===== src/rtl/aes128_pkg.sv =====
// Package: AES-128 types, tables and round functions.
package aes128_pkg;

  localparam int NumRounds = 10;
  localparam int NumWords  = 44;
  localparam int RoundW    = 4;

  localparam logic [0:0] CMD_DECRYPT = 1'b0;
  localparam logic [0:0] CMD_ENCRYPT = 1'b1;

  localparam logic CFG_KEY_HIGH = 1'b0;
  localparam logic CFG_KEY_LOW  = 1'b1;

  typedef enum logic [1:0] {
    KS_IDLE,
    KS_EXPAND
  } ks_state_t;

  typedef logic [127:0] block_t;

  typedef struct packed {
    logic   valid;
    logic   enc;
    block_t data;
  } stage_t;

  localparam logic [7:0] SBOX [256] = '{
    8'h63,8'h7c,8'h77,8'h7b,8'hf2,8'h6b,8'h6f,8'hc5,8'h30,8'h01,8'h67,8'h2b,8'hfe,8'hd7,8'hab,8'h76,
    8'hca,8'h82,8'hc9,8'h7d,8'hfa,8'h59,8'h47,8'hf0,8'had,8'hd4,8'ha2,8'haf,8'h9c,8'ha4,8'h72,8'hc0,
    8'hb7,8'hfd,8'h93,8'h26,8'h36,8'h3f,8'hf7,8'hcc,8'h34,8'ha5,8'he5,8'hf1,8'h71,8'hd8,8'h31,8'h15,
    8'h04,8'hc7,8'h23,8'hc3,8'h18,8'h96,8'h05,8'h9a,8'h07,8'h12,8'h80,8'he2,8'heb,8'h27,8'hb2,8'h75,
    8'h09,8'h83,8'h2c,8'h1a,8'h1b,8'h6e,8'h5a,8'ha0,8'h52,8'h3b,8'hd6,8'hb3,8'h29,8'he3,8'h2f,8'h84,
    8'h53,8'hd1,8'h00,8'hed,8'h20,8'hfc,8'hb1,8'h5b,8'h6a,8'hcb,8'hbe,8'h39,8'h4a,8'h4c,8'h58,8'hcf,
    8'hd0,8'hef,8'haa,8'hfb,8'h43,8'h4d,8'h33,8'h85,8'h45,8'hf9,8'h02,8'h7f,8'h50,8'h3c,8'h9f,8'ha8,
    8'h51,8'ha3,8'h40,8'h8f,8'h92,8'h9d,8'h38,8'hf5,8'hbc,8'hb6,8'hda,8'h21,8'h10,8'hff,8'hf3,8'hd2,
    8'hcd,8'h0c,8'h13,8'hec,8'h5f,8'h97,8'h44,8'h17,8'hc4,8'ha7,8'h7e,8'h3d,8'h64,8'h5d,8'h19,8'h73,
    8'h60,8'h81,8'h4f,8'hdc,8'h22,8'h2a,8'h90,8'h88,8'h46,8'hee,8'hb8,8'h14,8'hde,8'h5e,8'h0b,8'hdb,
    8'he0,8'h32,8'h3a,8'h0a,8'h49,8'h06,8'h24,8'h5c,8'hc2,8'hd3,8'hac,8'h62,8'h91,8'h95,8'he4,8'h79,
    8'he7,8'hc8,8'h37,8'h6d,8'h8d,8'hd5,8'h4e,8'ha9,8'h6c,8'h56,8'hf4,8'hea,8'h65,8'h7a,8'hae,8'h08,
    8'hba,8'h78,8'h25,8'h2e,8'h1c,8'ha6,8'hb4,8'hc6,8'he8,8'hdd,8'h74,8'h1f,8'h4b,8'hbd,8'h8b,8'h8a,
    8'h70,8'h3e,8'hb5,8'h66,8'h48,8'h03,8'hf6,8'h0e,8'h61,8'h35,8'h57,8'hb9,8'h86,8'hc1,8'h1d,8'h9e,
    8'he1,8'hf8,8'h98,8'h11,8'h69,8'hd9,8'h8e,8'h94,8'h9b,8'h1e,8'h87,8'he9,8'hce,8'h55,8'h28,8'hdf,
    8'h8c,8'ha1,8'h89,8'h0d,8'hbf,8'he6,8'h42,8'h68,8'h41,8'h99,8'h2d,8'h0f,8'hb0,8'h54,8'hbb,8'h16
  };

  localparam logic [7:0] INV_SBOX [256] = '{
    8'h52,8'h09,8'h6a,8'hd5,8'h30,8'h36,8'ha5,8'h38,8'hbf,8'h40,8'ha3,8'h9e,8'h81,8'hf3,8'hd7,8'hfb,
    8'h7c,8'he3,8'h39,8'h82,8'h9b,8'h2f,8'hff,8'h87,8'h34,8'h8e,8'h43,8'h44,8'hc4,8'hde,8'he9,8'hcb,
    8'h54,8'h7b,8'h94,8'h32,8'ha6,8'hc2,8'h23,8'h3d,8'hee,8'h4c,8'h95,8'h0b,8'h42,8'hfa,8'hc3,8'h4e,
    8'h08,8'h2e,8'ha1,8'h66,8'h28,8'hd9,8'h24,8'hb2,8'h76,8'h5b,8'ha2,8'h49,8'h6d,8'h8b,8'hd1,8'h25,
    8'h72,8'hf8,8'hf6,8'h64,8'h86,8'h68,8'h98,8'h16,8'hd4,8'ha4,8'h5c,8'hcc,8'h5d,8'h65,8'hb6,8'h92,
    8'h6c,8'h70,8'h48,8'h50,8'hfd,8'hed,8'hb9,8'hda,8'h5e,8'h15,8'h46,8'h57,8'ha7,8'h8d,8'h9d,8'h84,
    8'h90,8'hd8,8'hab,8'h00,8'h8c,8'hbc,8'hd3,8'h0a,8'hf7,8'he4,8'h58,8'h05,8'hb8,8'hb3,8'h45,8'h06,
    8'hd0,8'h2c,8'h1e,8'h8f,8'hca,8'h3f,8'h0f,8'h02,8'hc1,8'haf,8'hbd,8'h03,8'h01,8'h13,8'h8a,8'h6b,
    8'h3a,8'h91,8'h11,8'h41,8'h4f,8'h67,8'hdc,8'hea,8'h97,8'hf2,8'hcf,8'hce,8'hf0,8'hb4,8'he6,8'h73,
    8'h96,8'hac,8'h74,8'h22,8'he7,8'had,8'h35,8'h85,8'he2,8'hf9,8'h37,8'he8,8'h1c,8'h75,8'hdf,8'h6e,
    8'h47,8'hf1,8'h1a,8'h71,8'h1d,8'h29,8'hc5,8'h89,8'h6f,8'hb7,8'h62,8'h0e,8'haa,8'h18,8'hbe,8'h1b,
    8'hfc,8'h56,8'h3e,8'h4b,8'hc6,8'hd2,8'h79,8'h20,8'h9a,8'hdb,8'hc0,8'hfe,8'h78,8'hcd,8'h5a,8'hf4,
    8'h1f,8'hdd,8'ha8,8'h33,8'h88,8'h07,8'hc7,8'h31,8'hb1,8'h12,8'h10,8'h59,8'h27,8'h80,8'hec,8'h5f,
    8'h60,8'h51,8'h7f,8'ha9,8'h19,8'hb5,8'h4a,8'h0d,8'h2d,8'he5,8'h7a,8'h9f,8'h93,8'hc9,8'h9c,8'hef,
    8'ha0,8'he0,8'h3b,8'h4d,8'hae,8'h2a,8'hf5,8'hb0,8'hc8,8'heb,8'hbb,8'h3c,8'h83,8'h53,8'h99,8'h61,
    8'h17,8'h2b,8'h04,8'h7e,8'hba,8'h77,8'hd6,8'h26,8'he1,8'h69,8'h14,8'h63,8'h55,8'h21,8'h0c,8'h7d
  };

  function automatic logic [7:0] xtime(input logic [7:0] a);
    return {a[6:0], 1'b0} ^ (a[7] ? 8'h1b : 8'h00);
  endfunction

  // Byte n of a block sits at bits [127-8n -: 8].
  function automatic logic [7:0] get_byte(input block_t b, input int n);
    return b[127 - 8*n -: 8];
  endfunction

  function automatic block_t sub_shift(input block_t s, input logic inverse);
    block_t t;
    t = '0;
    for (int c = 0; c < 4; c++) begin
      for (int r = 0; r < 4; r++) begin
        if (inverse)
          t[127 - 8*((((c + r) & 3) * 4) + r) -: 8] = INV_SBOX[get_byte(s, c*4 + r)];
        else
          t[127 - 8*((((c + 4 - r) & 3) * 4) + r) -: 8] = SBOX[get_byte(s, c*4 + r)];
      end
    end
    return t;
  endfunction

  function automatic block_t mix_fwd(input block_t s);
    block_t t;
    logic [7:0] a0, a1, a2, a3;
    t = '0;
    for (int c = 0; c < 4; c++) begin
      a0 = get_byte(s, c*4);
      a1 = get_byte(s, c*4 + 1);
      a2 = get_byte(s, c*4 + 2);
      a3 = get_byte(s, c*4 + 3);
      t[127 - 8*(c*4)     -: 8] = xtime(a0) ^ xtime(a1) ^ a1 ^ a2 ^ a3;
      t[127 - 8*(c*4 + 1) -: 8] = a0 ^ xtime(a1) ^ xtime(a2) ^ a2 ^ a3;
      t[127 - 8*(c*4 + 2) -: 8] = a0 ^ a1 ^ xtime(a2) ^ xtime(a3) ^ a3;
      t[127 - 8*(c*4 + 3) -: 8] = xtime(a0) ^ a0 ^ a1 ^ a2 ^ xtime(a3);
    end
    return t;
  endfunction

  // Inverse mix: premultiply by {04}x^2+{05} then forward mix.
  function automatic block_t mix_inv(input block_t s);
    block_t t;
    logic [7:0] a0, a1, a2, a3, u, v;
    t = '0;
    for (int c = 0; c < 4; c++) begin
      a0 = get_byte(s, c*4);
      a1 = get_byte(s, c*4 + 1);
      a2 = get_byte(s, c*4 + 2);
      a3 = get_byte(s, c*4 + 3);
      u  = xtime(xtime(a0 ^ a2));
      v  = xtime(xtime(a1 ^ a3));
      t[127 - 8*(c*4)     -: 8] = a0 ^ u;
      t[127 - 8*(c*4 + 1) -: 8] = a1 ^ v;
      t[127 - 8*(c*4 + 2) -: 8] = a2 ^ u;
      t[127 - 8*(c*4 + 3) -: 8] = a3 ^ v;
    end
    return mix_fwd(t);
  endfunction

endpackage


===== src/rtl/aes128_key_expand.sv =====
// Key expansion: one round key (four words) per cycle into a round-key file.
module aes128_key_expand #(
  parameter int NUM_ROUNDS = aes128_pkg::NumRounds
) (
  input  logic         clk,
  input  logic         rst,
  input  logic         load,
  input  logic [127:0] key,
  output logic         busy,
  output logic [127:0] key_sched [NUM_ROUNDS+1]
);

  localparam int CntW = $clog2(NUM_ROUNDS + 1);

  aes128_pkg::ks_state_t state, state_next;
  logic [CntW-1:0] count;
  logic [7:0]      rcon;
  logic [127:0]    prev;
  logic [127:0]    nxt;
  logic [31:0]     t;
  logic [31:0]     w0, w1, w2, w3;

  assign prev = key_sched[count];

  always_comb begin
    t  = {aes128_pkg::SBOX[prev[23:16]], aes128_pkg::SBOX[prev[15:8]],
          aes128_pkg::SBOX[prev[7:0]], aes128_pkg::SBOX[prev[31:24]]} ^ {rcon, 24'h0};
    w0 = prev[127:96] ^ t;
    w1 = prev[95:64] ^ w0;
    w2 = prev[63:32] ^ w1;
    w3 = prev[31:0] ^ w2;
    nxt = {w0, w1, w2, w3};
  end

  always_comb begin
    state_next = state;
    unique case (state)
      aes128_pkg::KS_IDLE:   if (load) state_next = aes128_pkg::KS_EXPAND;
      aes128_pkg::KS_EXPAND: if (load) state_next = aes128_pkg::KS_EXPAND;
                             else if (count == CntW'(NUM_ROUNDS - 1))
                               state_next = aes128_pkg::KS_IDLE;
      default:               state_next = aes128_pkg::KS_IDLE;
    endcase
  end

  always_comb begin
    busy = (state == aes128_pkg::KS_EXPAND);
  end

  always_ff @(posedge clk) begin
    if (rst) begin
      state <= aes128_pkg::KS_IDLE;
      count <= '0;
      rcon  <= 8'h01;
    end else begin
      state <= state_next;
      if (load) begin
        count <= '0;
        rcon  <= 8'h01;
      end else if (busy) begin
        count <= count + 1'b1;
        rcon  <= aes128_pkg::xtime(rcon);
      end
    end
  end

  always_ff @(posedge clk) begin
    if (load) key_sched[0] <= key;
    else if (busy) key_sched[count + 1'b1] <= nxt;
  end

  assert property (@(posedge clk) disable iff (rst) busy |-> count < CntW'(NUM_ROUNDS))
    else $error("key expansion count overran");
  assert property (@(posedge clk) disable iff (rst) load |=> busy)
    else $error("key load did not start expansion");
  assert property (@(posedge clk) disable iff (rst)
      (busy && !load && count == CntW'(NUM_ROUNDS - 1)) |=> !busy)
    else $error("key expansion did not finish");

endmodule


===== config.mk =====
export PLATFORM = sky130hd
export DESIGN_NAME = aes128_key_expand
export DESIGN_NICKNAME = d
export VERILOG_FILES = /design/src/rtl/aes128_pkg.sv /design/src/rtl/aes128_key_expand.sv
export SDC_FILE = /design/constraint.sdc
export NUM_CORES = 2
export LEC_CHECK = 0
export ABC_AREA = 1
export ABC_CLOCK_PERIOD_IN_PS = 11600
export BUFFER_PORTS_ARGS = -buffer_cell sky130_fd_sc_hd__buf_4
export CORE_AREA = 4 4 596 598
export CTS_CLUSTER_DIAMETER = 100
export DETAILED_ROUTE_END_ITERATION = 10
export DIE_AREA = 0 0 600 602
export GPL_ROUTABILITY_DRIVEN = 0
export PLACE_DENSITY_LB_ADDON = 0.08
export SLEW_MARGIN = 20
export SYNTH_ARGS = -nofsm -noshare
export SYNTH_HDL_FRONTEND = slang
export SYNTH_SLANG_ARGS = --single-unit

===== constraint.sdc =====
create_clock -name clk -period 11.6 [get_ports clk]
set_clock_uncertainty 0.2 [all_clocks]
set_input_delay 0.58 -clock clk [delete_from_list [all_inputs] [get_ports clk]]
set_output_delay 0.58 -clock clk [all_outputs]
set_load 0.005 [all_outputs]

After elaboration in Yosys (flattened, before gate mapping). Memory sizes are Yosys's and may differ from the RTL's. Cells that the tools add are included. W data, S select, Z words.

$add $sub $neg: 1. Order comparisons: 7. Equality and inequality tests: 4. Muxes and demuxes: 21. Bitwise logic cells: 13. Reduce and logical (&&, ||, !) cells: 6.

Operators with widths (number): $bwmux W1408 (1); $mux W1408 (1); $bmux W128 S4 (1); $demux W128 S4 (1); $mux W128 (4); $xor A32 B32 Y32 (5); $mux W8 (8); $ge A9 B9 Y1 const B (4); $not A8 Y9 (4); $ge A5 B5 Y1 const B (2); $not A4 Y5 (2); $xor A8 B5 Y8 (1); $mux W2 (3); $lt A5 B1 Y1 const B (1); $mux W5 (1); $add A4 B1 Y4 const B (1); $eq A4 B4 Y1 const B (1); $pmux W2 S2 (1); $reduce_and A2 Y1 (2); $ne A3 B2 Y1 const B (1); $eq A2 B1 Y1 const B (1); $logic_not A2 Y1 (1); $ne A2 B2 Y1 const B (1); $reduce_bool A2 Y1 (1); other kinds (3) (3).

Register bits: 1422. Memory bits (read-only): 8192. Input port bits: 131. Output and inout bits: 1409. Logic and storage cells: 70. Memories kept: 4.

Memories: (name not given) (depth 256, width 8, rd ports 1, clocked after Yosys merged registers in 0, wr ports 0, line aes128_key_expand.sv:27) `aes128_pkg::SBOX[prev[7:0]], aes128_pkg::SBOX[prev[31:24]]} ^ {rcon, 24'h0};`; (name not given) (depth 256, width 8, rd ports 1, clocked after Yosys merged registers in 0, wr ports 0, line aes128_key_expand.sv:27); (name not given) (depth 256, width 8, rd ports 1, clocked after Yosys merged registers in 0, wr ports 0, line aes128_key_expand.sv:26) `t = {aes128_pkg::SBOX[prev[23:16]], aes128_pkg::SBOX[prev[15:8]],`; (name not given) (depth 256, width 8, rd ports 1, clocked after Yosys merged registers in 0, wr ports 0, line aes128_key_expand.sv:26).

Depth between registers and ports, before layout.
Depth in word-level cells: 16. Mapped depth: 30.

Least setup slack after synthesis. OpenSTA, ideal clock, no wires.

Path kind: register to register. Start: register, netlist name count[0]. End: register key_sched[1000] (netlist bit), enable pin. Setup time: 773 ps. Arrival: 10810 ps. Data required time: 10627 ps. Setup slack: -183 ps. Cell stages (with the launch flop): 14. Clock period less this slack: 11783 ps. Cell sequence: dfxtp_1 inv_2 buf_4 buf_6 buf_6 buf_6 buf_4 buf_6 buf_2 buf_2 clkbuf_1 ha_1 inv_1 nor3_1.

RTL lines: end signal: indexed assignment (line aes128_key_expand.sv:69) `else if (busy) key_sched[count + 1'b1] <= nxt;`; end: declaration (line aes128_key_expand.sv:10) `output logic [127:0] key_sched [NUM_ROUNDS+1]`.

Final worst setup path.
Start: register count[0]. End: register key_sched[793] (netlist bit), data pin.

Cells in the longest elaborated chain, start to end: 14. Elaborated cells between the ends (all ways): 21. Those cells by class: 1 x add/sub; 2 x order compare; 8 x mux; 8 x bitwise; 1 x reduce/logical; 1 x memory.

RTL lines: start: declaration (line aes128_key_expand.sv:16) `logic [CntW-1:0] count;`; start signal: assignment (line aes128_key_expand.sv:61) `count <= count + 1'b1;`; $not A4 Y5 (not written as such) (*) (line aes128_key_expand.sv:23) `assign prev = key_sched[count];`; $bmux W128 S4 (*) (line aes128_key_expand.sv:23); $mux W128 (not written as such) (*) (2 in a row) (line aes128_key_expand.sv:23); $not A8 Y9 (not written as such) (line aes128_key_expand.sv:26); $mem_v2 Z256 W8; $mux W8 (not written as such) (2 in a row) (line aes128_key_expand.sv:26); $xor A32 B32 Y32 (line aes128_key_expand.sv:27); $xor A32 B32 Y32 (*) (line aes128_key_expand.sv:28) `w0 = prev[127:96] ^ t;`; via w0[25] (line aes128_key_expand.sv:21) `logic [31:0] w0, w1, w2, w3;`; $xor A32 B32 Y32 (*) (line aes128_key_expand.sv:29) `w1 = prev[95:64] ^ w0;`; $xor A32 B32 Y32 (*) (line aes128_key_expand.sv:30) `w2 = prev[63:32] ^ w1;`; $xor A32 B32 Y32 (*) (line aes128_key_expand.sv:31) `w3 = prev[31:0] ^ w2;`; via w3[25] (line aes128_key_expand.sv:21); $bwmux W1408 (*) (line aes128_key_expand.sv:69).

Mark *: on every way through the listed nets, which the timed path passes. The rest lies on a longest branch. The select of a mux whose other input is x is not followed. A chain may end at the register's enable or synchronous reset.

==> qor.txt <==
Status - finished, final reports clean
Leak - 38.93 nW
Sw frac - 0.3764
Setup crit start kind - register
Final Cell Area - 0.09572 mm2
CP Data Arrival Time - 8.84 ns
DRC errors left - 0
Fraction of layout cells with a size suffix above 1 - 0.2313
Met2 Use GR - 0.5012
Via density - 5.132
Crit-path max FO - 42
GR Overflow Total - 0
Endpoints failing setup - 0
Worst endpoint required time - 11.99 ns
Final HPWL DP - 420,400 um
Met1 track demand over resource - 0.3592
Synth Area per Inst - 9.459 um2
CTS Sinks - 1,421
Unrepaired setup endpoints after global routing - no
Worst setup EP type - register
Clk slew on worst S/H paths - 0.06 ns
Antenna violations before repair - 53
Setup TNS - 0 ns
CTS Buffer Depth - 4
Initial core utilization - 0.2056
CTS buffer count - 185
Row count - 217
Fmax - 118.3 MHz
Setup WS post-layout - 3.146 ns
Max-cap check violation count - 0
Tcrit/Tclk final - 0.7288
Synth Cell Area - 0.07180 mm2
Wire per inst - 40.27 um
Critical path's slowest cell - nand2_2
Filler cell count - 37,396
Reg power frac - 0.372
Commonest non-fill, non-tap cell in the layout - nand2_1
Slew Limit Fails - 0
Crit path cell chain - buf_4 > buf_4 > o21ai_1 > o21ai_1 > nand2_2 > nand2_2 > inv_2 > ha_1 > nor2_1 > inv_1 > nand3_1 > nand3_1 > nand3_1 > nand2_1 > nand2_1 > nand3_1 > nand2_1 > nand2_1 > nand2_1 > nand2_1 > nand3_1 > and2_1
Multi-input logic area - 0.02552 mm2
GR Util met3 - 0.06983
Tmin final - 8.454 ns
HP Class - in2reg
Synth top area cells - edfxtp_1, nand2_1, nand3_1
VDD IR max - 0.1032 mV
Clk_lat worst skew - 0.93 ns
Final WL - 560,400 um
Gate Count Post-Synth - 7,590
Die height - 602 um
Vias - 71,416
CP most frequent cell - nand2_1
Slew @ Worst Pin - 1.273 ns
Core area - 0.3492 mm2
Max_slew headroom - 0.1514
P per Cell Area - 179.2 mW/mm2
Ports - 1,540
Count of cell types in the netlist - 46
Clock share of power - 0.350
First-pass GRT wire length - 721,700 um
Sequential cell area - 0.04256 mm2
Combinational Power Share - 0.278
Core Util, Final - 0.2741
TritonCTS clock tree - done
Area leader, netlist - edfxtp_1
Syn nets - 7,780
Synthesis-to-finish area growth - 33.32%
Remaining antenna violation count - 0
Post-DP Area - 0.08824 mm2
Root Buffer - clkbuf_16
Crit Path Category - reg2reg
Hold Vio Cnt, Final - 0
Net Sw Power - 0.006456 W
DR iter-0 viols - 9,170
Pre-CTS setup slack - 3.304 ns
Most frequent cells in the layout - nand2_1, buf_4, edfxtp_1, nand3_1, nor2_1
Port bufs - 1,539
Die area - 0.3612 mm2
Pwr Total - 0.01715 W
Internal power - 0.01070 W
Top cell type's share of synthesized area - 0.5889
Number of global-route vias before repair - 69,553
Yosys reg bits - 1,421
GRT busiest layer - met2
Post-layout net count - 9,340
Die X - 600 um
Initial DRT Pass Iterations - 6
Synth warnings - 0
Largest net degree at the start of global routing - 104
Seq/Total Area, Yosys - 0.5925
Gr usage total - 0.2971
H-Tree Level Count - 4
Worst path max stage delay - 0.79 ns
[state kept, by name, summed over array words and instances, names as in the netlist]
register / count
count: 4
key_sched: 1408
rcon: 8
state: 1
[critical path, delay by kind of cell (launching register included)]
kind,cells,cell delay [ns]
buffers and inverters,4,1.84
AO/OA/AOI/OAI,2,0.52
AND/OR/NAND/NOR,15,4.24
flip-flops,1,0.76
adder cells (fa/ha/maj),1,0.41
[layout make-up]
| cell class | instances | share of cell area |
|---|---|---|
| antenna | 17 | 0.0004445 |
| clock buffer | 224 | 0.05034 |
| clock inverter | 113 | 0.01339 |
| inverter | 367 | 0.01478 |
| multi-input combinational | 5334 | 0.2667 |
| sequential | 1421 | 0.4446 |
| tap | 4599 | 0.06012 |
| timing repair buffer | 1841 | 0.1496 |
[synth_stat cells, drive strengths merged]
master	instances
a21oi	96
a221oi	52
a22o	31
a22oi	32
a31oi	6
a32o	6
a32oi	43
and2	26
and3	1
buf	355
clkbuf	113
clkinv	1
dfxtp	13
edfxtp	1408
ha	59
inv	366
nand2	2395
nand3	1413
nand3b	14
nand4	23
nor2	421
nor3	5
o2111ai	16
o211ai	29
o21ai	474
o221ai	134
o22ai	18
or2	27
xnor2	3
xor2	10
[final timing paths]
path | startpoint | to | slack [ns] | cells after the start
min reg2reg | rcon[5]$_SDFFE_PP0P_ | rcon[6]$_SDFFE_PP0P_ | 0.31 | 2
max | count[0]$_SDFFE_PP0P_ | key_sched[793]$_DFFE_PP_ | 3.15 | 22
min | load | key_sched[1309]$_DFFE_PP_ | 0.06 | 3
max reg2reg | count[0]$_SDFFE_PP0P_ | key_sched[793]$_DFFE_PP_ | 3.15 | 22
[stage by stage]
stage,hold WS [ns],instances
2_1_floorplan,0.2615,7590
3_3_place_gp,0.2857,13424
3_5_place_dp,0.3042,13429
4_1_cts,0.007775,13898
5_1_grt,0.03908,13903
6_report,0.05600,13916
[routing by layer]
| metal | vias up | wire (um) |
|---|---|---|
| met5 | - | 95 |
| met4 | 16 | 30020 |
| met3 | 807 | 44520 |
| met2 | 3967 | 269100 |
| met1 | 36736 | 216700 |
| li1 | 29890 | - |
[power groups by stage]
stage                     Clock, W  Combinational, W  Sequential (W)
after CTS                  0.00612           0.00468         0.00637
after global routing       0.00634           0.00496         0.00638
after global placement           0           0.00464         0.00648
final                      0.00600           0.00477         0.00638
after detailed placement         0           0.00462         0.00648
after floorplan                  0           0.00221         0.00644
[what timing repair did]
action | 4_1_cts | 5_1_grt
resized for setup | 0 | 0
endpoints found under the hold margin | 133 | 0
hold buffers | 132 | 0
setup endpoints to repair | 0 | 0
buffers inserted | 0 | 0
[cell families (layout without fill, tap and decap cells)]
group,after synthesis,in the layout,synth area share
buffers and inverters,835,2545,0.05382
AND/OR/NAND/NOR,4325,4325,0.2588
XOR/XNOR,13,13,0.001586
other,0,17,0
flip-flops,1421,1421,0.5925
AO/OA/AOI/OAI,937,937,0.08295
adder cells (fa/ha/maj),59,59,0.01028
Power figures use the tool's default switching activity.
